===== src/sv/ascpu_pkg.sv =====
`default_nettype none
// ----------------------------------------------------------------------------
// ascpu_pkg: shared types and constants of the accumulator CPU core
// Opcodes, run states, access kinds, input modes, ALU operations and the
// sequencer state type used by the core and its shared arithmetic unit.
// ----------------------------------------------------------------------------
package ascpu_pkg;

    localparam int unsigned LEN_BITS   = 13;
    localparam int unsigned COUNT_BITS = 25;
    localparam int unsigned WORD_BITS  = 32;

    localparam logic [COUNT_BITS-1:0] COUNT_MAX   = '1;
    localparam logic [COUNT_BITS-1:0] LIMIT_RESET = COUNT_BITS'(1 << 24);

    // Input modes. The unused fourth code behaves like a peek.
    localparam logic [1:0] MODE_LOAD = 2'd0;
    localparam logic [1:0] MODE_STEP = 2'd1;
    localparam logic [1:0] MODE_PEEK = 2'd2;

    // Configuration register indexes.
    localparam logic CFG_PROGRAM_LENGTH = 1'b0;
    localparam logic CFG_STEP_LIMIT     = 1'b1;

    // Opcodes; everything from OP_HALT upward halts the machine.
    localparam logic [7:0] OP_LDC    = 8'd0;
    localparam logic [7:0] OP_ADC    = 8'd1;
    localparam logic [7:0] OP_LDL    = 8'd2;
    localparam logic [7:0] OP_STL    = 8'd3;
    localparam logic [7:0] OP_LDNL   = 8'd4;
    localparam logic [7:0] OP_STNL   = 8'd5;
    localparam logic [7:0] OP_ADD    = 8'd6;
    localparam logic [7:0] OP_SUB    = 8'd7;
    localparam logic [7:0] OP_SHL    = 8'd8;
    localparam logic [7:0] OP_SHR    = 8'd9;
    localparam logic [7:0] OP_ADJ    = 8'd10;
    localparam logic [7:0] OP_A2SP   = 8'd11;
    localparam logic [7:0] OP_SP2A   = 8'd12;
    localparam logic [7:0] OP_CALL   = 8'd13;
    localparam logic [7:0] OP_RETURN = 8'd14;
    localparam logic [7:0] OP_BRZ    = 8'd15;
    localparam logic [7:0] OP_BRLZ   = 8'd16;
    localparam logic [7:0] OP_BR     = 8'd17;
    localparam logic [7:0] OP_HALT   = 8'd18;

    typedef enum logic [1:0] {
        RUN_ACTIVE = 2'd0,
        RUN_HALTED = 2'd1,
        RUN_DONE   = 2'd2,
        RUN_ERROR  = 2'd3
    } t_run_state;

    typedef enum logic [1:0] {
        ACC_NONE  = 2'd0,
        ACC_READ  = 2'd1,
        ACC_WRITE = 2'd2
    } t_access;

    typedef enum logic [1:0] {
        ALU_ADD,
        ALU_SUB,
        ALU_SHL,
        ALU_SHR
    } t_alu_op;

    typedef enum logic [2:0] {
        S_CLEAR,
        S_IDLE,
        S_DECODE,
        S_FETCH,
        S_EXEC,
        S_CHECK,
        S_OUT
    } t_seq_state;

    // Sign-extended 24-bit operand of an instruction word.
    function automatic logic [WORD_BITS-1:0] operand_of(input logic [WORD_BITS-1:0] w);
        operand_of = {{8{w[31]}}, w[31:8]};
    endfunction

endpackage
`default_nettype wire


===== src/sv/ascpu_alu.sv =====
`default_nettype none
// ----------------------------------------------------------------------------
// ascpu_alu: shared arithmetic and shift unit
// One adder/subtractor and one barrel shifter, reused by the sequencer for
// address generation, accumulator arithmetic and branch targets.
// ----------------------------------------------------------------------------
module ascpu_alu (
    input  wire ascpu_pkg::t_alu_op   i_op,
    input  wire logic [31:0]          i_a,
    input  wire logic [31:0]          i_b,
    output logic      [31:0]          o_result
);

    logic big_shift;

    assign big_shift = (i_b[31:5] != 27'd0);

    always_comb begin
        case (i_op)
            ascpu_pkg::ALU_ADD: o_result = i_a + i_b;
            ascpu_pkg::ALU_SUB: o_result = i_a - i_b;
            ascpu_pkg::ALU_SHL: o_result = big_shift ? 32'd0 : (i_a << i_b[4:0]);
            ascpu_pkg::ALU_SHR: begin
                // Arithmetic shift; amounts of 32 or more leave only the sign fill.
                o_result = big_shift ? {32{i_a[31]}} : 32'($signed(i_a) >>> i_b[4:0]);
            end
            default:            o_result = i_a + i_b;
        endcase
    end

endmodule
`default_nettype wire


===== config.mk =====
export PLATFORM = sky130hd
export DESIGN_NAME = ascpu_alu
export DESIGN_NICKNAME = d
export VERILOG_FILES = /design/src/sv/ascpu_pkg.sv /design/src/sv/ascpu_alu.sv
export SDC_FILE = /design/constraint.sdc
export NUM_CORES = 1
export LEC_CHECK = 0
export BUFFER_PORTS_ARGS = -buffer_cell sky130_fd_sc_hd__buf_4
export CELL_PAD_IN_SITES_DETAIL_PLACEMENT = 1
export CELL_PAD_IN_SITES_GLOBAL_PLACEMENT = 2
export CORE_MARGIN = 3
export CORE_UTILIZATION = 35
export DETAILED_ROUTE_END_ITERATION = 16
export PLACE_DENSITY_LB_ADDON = 0.1
export SLEW_MARGIN = 20
export SYNTH_ARGS = -nofsm -noshare
export SYNTH_HDL_FRONTEND = slang
export SYNTH_SLANG_ARGS = --single-unit

===== constraint.sdc =====
create_clock -name vclk -period 7.11
set_input_delay 1.422 -clock vclk [all_inputs]
set_output_delay 1.422 -clock vclk [all_outputs]
set_load 0.02 [all_outputs]

Word level (Yosys, flattened, before mapping)
Index checks and enable logic that the tools add are counted.
W data, S select, Z words.

word-level totals
  bits in registers = 0
  bits of input ports = 66
  output and inout bits = 32

operators by class
  add/sub/neg operators = 2
  equality and inequality tests = 3
  shift operators = 2
  mux-type cells = 3
  reduce and logical (&&, ||, !) cells = 2

operator list
  cell                  number
  $pmux W32 S4          1
  $mux W32              2
  $add A32 B32 Y32      1
  $shl A32 B5 Y32       1
  $sshr A32 B5 Y32      1
  $sub A32 B32 Y32      1
  $reduce_bool A27 Y1   1
  $eq A2 B2 Y1 const B  2
  $eq A2 B1 Y1 const B  1
  $logic_not A2 Y1      1

Depth between registers and ports, before layout
Gate-level depths: netlist of the first run.

  depth after elaboration = 3
  gate-level depth with buffers = 23
  depth with buffers taken out = 18

Worst setup path after synthesis of the first run
Ideal clock, no wire load.

  path kind = input-to-output
  start point = input i_b[0]
  end point = output o_result[31]
  arrival time = 5577 ps
  path slack = 111 ps
  stages on the path = 21
  path buffers = 4
  cells stage by stage = buf_2 buf_4 buf_2 buf_2 inv_1 ha_1 and3_1 nand2_1 nor2_1 nand2_1 or2_0 o31ai_1 xor2_1 ha_1 a21o_1 a31o_2 o311ai_0 a21oi_1 o311ai_0 nand3_1 a31oi_1

between the ends
  longest elaborated chain between the ends = 3
  elaborated cells on any way between the ends = 7

ends and longest elaborated chain
  element                                                   line             RTL
  start, declared                                           ascpu_alu.sv:10  input wire logic [31:0] i_b,
  branches (longest 2 deep; another with $sub A32 B32 Y32)  --
  $pmux W32 S4 *                                            ascpu_alu.sv:19  case (i_op)
  end, declared                                             ascpu_alu.sv:11  output logic [31:0] o_result

Every way passes the cells marked *.

Worst setup path in the final report of the first run
  start point = input i_b[0]
  end point = output o_result[28]

The elaborated chain is that of the path after synthesis.

==> impl_metrics.toml, run 1 <==
[detailed_routing]
dr_total_vias = 7020
wl_per_cell_um = 26.2
drt-pass1-iter-count = 5
drc = 0
wl_mm = 28.3
first_iter_violations = 746
vias_per_cell = 6.49
ant_nets = 0

[worst_setup_path]
slowest_stage = "a2111oi_1"
path_max_fanout = 7
critical_path_class = "in -> out"
worstPathRequired_ns = 5.69
start_kind = "input pin"
worstPathCellList = "buf_4, inv_1, ha_1, and3_1, nand2_1, nor2_1, nand2_1, or2_1, o31ai_1, xor2_1, ha_1, a21o_1, a2111oi_4, nor4b_1, a2111oi_1, a2111oi_0, nor3_1, o311ai_0, buf_4"
slowest_delay_ns = 0.40
cp-end-kind = "primary output"
critPathArrivalTime_ns = 5.40

[placement]
placed_cells = 1081
place_congestion = 0.899
hpwlAfterDp_mm = 22.9
io_buffers = 98

[timing]
setup_viol = 0
slew_viol_final = 0
worstMarginPinSlew_ns = 1.02
fmax_ghz = 0.147
hold_violations = 0
setup-tns-final_ns = 0
slew_headroom_pct = 32.2
fin_crit_ns = 6.82
fin_crit_sh_pct = 95.9
whs_ns = 3.28

[synth]
synth_area_um2 = 6040
ys_types = 58
avgSynthCellArea_um2 = 7.49
syn_inst = 807
syn_nets = 907
synth_seq_area_share_pct = 0
synth_warnings = 0

[worst_hold_path]
hold_depth = 3
min_to = "o_result[23]"
hp-start = "i_op[1]"
hold_class = "in -> out"

[power]
clkPwrFrac_pct = 0
p_seq_share_pct = 0
total_power_w = 0.000816
leakagePower_nw = 2.80
pwr-share-comb_pct = 100.0
intPower_w = 0.000319
switching_share_pct = 60.8
power.switching_w = 0.000496
powerDensity_nw_per_um2 = 117
vdd_drop_max_uv = 56.0

[finish]
nClkBuffers = 0
nNetsFinal = 963
syn_to_final_growth_pct = 15.6
multi_input_area_um2 = 5730
drive_gt1_share_pct = 23.8
fillCellCount = 2070
register_area_um2 = 0
seq_cell_count = 0
antenna_cells = 0
stdcell_count = 1081

[global_route]
grt_first_pass_wirelength_mm = 42.3
grt_usage_pct = 29.2
antenna_found_initial = 0
grt_pass1_vias = 6786
grt_start_max_net_pins = 91
overflow = 0

[die]
dieArea_um2 = 18900
die_h_um = 137
start_util_pct = 36.1
die_width_um = 137
ioPinCount = 98
rows = 47
core_um2 = 16800

[run]
maxCapViolCount = 0

[clocking]
cts_setup_buffers = 0
postCtsHoldBufs = 0

[outcome]
outcome = "finished clean"
routing by layer:
metal	GRT usage (%)	part of all wire, %	vias to the layer above	wire, um
met3	3.32	7.5	22	2110
met5	0	0	-	0
met1	45.5	47	3493	13200
met4	4.05	1.7	0	490
met2	44.0	44	287	12500
li1	-	-	3218	-
final cells by class:
cell class | instances | share of cell area (%)
inverter | 20 | 1.08
multi-input combinational | 721 | 82.0
tap | 220 | 3.94
timing repair buffer | 120 | 13.0
critical path, delay by kind of cell:
| kind | cells | cell delay [ns] |
|---|---|---|
| adders and majority gates | 2 | 0.53 |
| xor gates and xnor gates | 1 | 0.21 |
| buffers and inverters | 3 | 0.43 |
| AOI/OAI and AO/OA | 6 | 1.59 |
| and+or+nand+nor | 7 | 1.23 |
cells by family after synthesis:
kind of cell    synth area share (%)
compound gates                  28.7
simple gates                    17.0
mux                             33.3
buf+inv                         5.84
xor+xnor                        7.97
fa+ha+maj                       7.17
synth_stat cells, types with 14 or more instances:
cell type	n	share of area, %
a21oi_1	110	9.1
nor2_1	93	5.8
o21ai_0	66	5.5
mux2i_1	64	11
mux4_2	51	19
nand2_1	40	2.5
clkbuf_1	39	2.4
ha_1	33	6.8
xor2_1	29	4.2
xnor2_1	26	3.8
inv_1	20	1.2
mux2_2	20	3.7
nor3_1	19	1.6
o221ai_1	14	2.0
placed cells by master, fill, tap and decap left out, types with 6 or more instances in the layout:
master	netlist	routed
o21ai_0	66	65
xnor2_1	26	26
nand3_1	7	7
mux2i_1	64	64
o221ai_1	14	14
and3_1	6	6
ha_1	33	32
a21oi_1	110	110
nor2_1	93	93
o211ai_1	11	11
xor2_1	29	29
buf_4	4	119
o22ai_1	6	6
and2_1	6	6
nor3_1	19	19
mux4_2	51	51
mux2_2	20	20
a211oi_1	13	13
inv_1	20	20
nand2b_1	12	12
a21o_1	11	11
nand2_1	40	40
per-stage QoR:
step	area, um2	utilization [%]	worst slack, ns
detailed placement	6940	41.4	0.107
finish	6980	41.7	0.292
CTS	6940	41.4	0.0826
global route	6980	41.7	-0.0476
floorplan	6040	-	0.111
global placement	6940	41.4	0.286
worst max path at each step:
stage | from | endpoint | slack (ns)
2_1_floorplan | i_b[0] | o_result[31] | 0.11
3_3_place_gp | i_b[0] | o_result[28] | 0.29
3_5_place_dp | i_b[0] | o_result[31] | 0.11
4_1_cts | i_b[0] | o_result[31] | 0.08
5_1_grt | i_b[0] | o_result[28] | -0.05
6_report | i_b[0] | o_result[28] | 0.29
power groups by stage:
stage	combinational, W	clock [W]	sequential [W]
final	0.000816	0	0
after global routing	0.000876	0	0
after CTS	0.000796	0	0
after detailed placement	0.000792	0	0
after global placement	0.000782	0	0
after floorplan	0.000495	0	0
timing repair:
item	in CTS	in global routing
resized for setup	0	13
hold endpoints to repair	0	0
setup endpoints to repair	0	5
No activity file was read; power rests on OpenSTA's default activity.
==> inputs of run 2 (changes only) <==
PLACE_DENSITY_LB_ADDON = 0.05   (was 0.1)
==> run 2 against run 1 <==
Compared with the run above: cell area barely moved; final cell count is 0.28% higher; first-iteration DRC count down 2.9%; clock-buffer cell count did not move; die area did not move; fmax about the same; global-route usage increased by 0.39 points; critical path type unchanged; largest cell class unchanged; largest power group unchanged.
==> impl_metrics.toml, run 2 (synthesized netlist as in run 1, its figures left out) <==
[global_route]
antenna_found_initial = 0
grt_first_pass_wirelength_mm = 43.0
grt_start_max_net_pins = 91
grt_usage_pct = 29.6
grt_pass1_vias = 6913
overflow = 0

[die]
rows = 47
die_h_um = 137
ioPinCount = 98
dieArea_um2 = 18900
core_um2 = 16800
start_util_pct = 36.1
die_width_um = 137

[worst_setup_path]
worstPathCellList = "buf_4, buf_4, nor4_2, buf_4, nand2_1, o31ai_1, xor2_1, ha_1, nand2_1, o21ai_0, a21oi_1, o41a_1, o211ai_1, o211ai_1, o311ai_0, buf_4"
path_delay_family = "compound AO/OA/AOI/OAI gates"
start_kind = "input pin"
worstPathRequired_ns = 5.69
critPathBufInv = 4
crit_top_cell = "buf_4"
cp-end-kind = "primary output"
critPathArrivalTime_ns = 5.39
path_max_fanout = 17
slowest_delay_ns = 0.47
slowest_stage = "o41a_1"
critical_path_class = "in -> out"

[placement]
place_congestion = 0.992
placed_cells = 1083
post-place-ws_ns = 0.0724
io_buffers = 98
placed_area_um2 = 6960
hpwlAfterDp_mm = 23.2

[clocking]
postCtsHoldBufs = 0

[power]
vdd_drop_max_uv = 59.6
powerDensity_nw_per_um2 = 116
leakagePower_nw = 2.82

[timing]
fmax_ghz = 0.147
setup-tns-final_ns = 0
setup_viol = 0
rsz0062_at_grt = "false"
slew_headroom_pct = 31.9
timing.final.ws_setup_ns = 0.299
worstMarginPinSlew_ns = 1.02
fin_crit_ns = 6.81
slew_viol_final = 0
hold_violations = 0
fin_crit_sh_pct = 95.8

[worst_hold_path]
hold_depth = 3
hp-start = "i_op[1]"
hold_class = "in -> out"
min_to = "o_result[23]"

[detailed_routing]
drc = 0
wl_per_cell_um = 26.3
vias_per_cell = 6.43
ant_nets = 0
wl_mm = 28.5
dr_total_vias = 6974
drt-pass1-iter-count = 5
first_iter_violations = 724

[finish]
fillCellCount = 2116
nNetsFinal = 966
register_area_um2 = 0
antenna_cells = 0
stdcell_area_um2 = 6980
mostFrequentLayoutCell = "buf_4"
drive_gt1_share_pct = 23.8
final_util_pct = 41.6
stdcell_count = 1084
final_cell_mix = "123 x buf_4, 110 x a21oi_1, 93 x nor2_1, 66 x o21ai_0, 64 x mux2i_1"
nClkBuffers = 0
multi_input_area_um2 = 5700
syn_to_final_growth_pct = 15.5
seq_cell_count = 0

[outcome]
outcome = "finished clean"

[run]
maxCapViolCount = 0
run 2: cell count changes in the layout (fill, tap and decap cells not counted), sizes merged:
cell / change
buf: +3
run 2: timing repair:
item                       CTS  global route
gates resized for setup      0             8
buffers inserted             0             1
setup endpoints to repair    0             3
run 2: tightest hold or removal path, delay by kind of cell:
family | cells | cell delay (ns)
AOI/OAI and AO/OA | 1 | 0.12
buffers and inverters | 2 | 0.31
run 2: through the flow:
step | hold slack, ns | power [W]
finish | 3.28 | 0.000812
global placement | 3.31 | 0.000785
floorplan | 3.19 | 0.000495
detailed placement | 3.28 | 0.000796
global route | 3.31 | 0.000872
CTS | 3.28 | 0.000799
run 2: area by class of cell:
class                           count  share of cell area, %
Timing Repair Buffer              123                   13.2
Multi-Input combinational cell    721                   81.7
Tap cell                          220                   3.94
Inverter                           20                   1.08
run 2: how the worst max path moves through the flow:
stage          startpoint      endpoint  depth (start not counted)
6_report           i_b[0]  o_result[28]                         16
5_1_grt            i_b[0]  o_result[29]                         17
4_1_cts            i_b[0]  o_result[28]                         20
3_5_place_dp       i_b[0]  o_result[28]                         20
3_3_place_gp       i_b[0]  o_result[28]                         20
2_1_floorplan      i_b[0]  o_result[31]                         21
run 2: routing by layer:
| metal | up-vias | wire [um] | track usage (%) | share of wire [%] |
|---|---|---|---|---|
| met3 | 22 | 1830 | 3.18 | 6.4 |
| met4 | 0 | 464 | 3.94 | 1.6 |
| li1 | 3223 | - | - | - |
| met1 | 3480 | 13600 | 45.5 | 48 |
| met5 | - | 0 | 0 | 0 |
| met2 | 249 | 12600 | 45.5 | 44 |
run 2: power breakdown:
group          internal (W)  leakage, nW  switching, W  total, W
registers                 0            0             0         0
logic              0.000319         2.82      0.000493  0.000812
clock network             0            0             0         0
total              0.000319         2.82      0.000493  0.000812
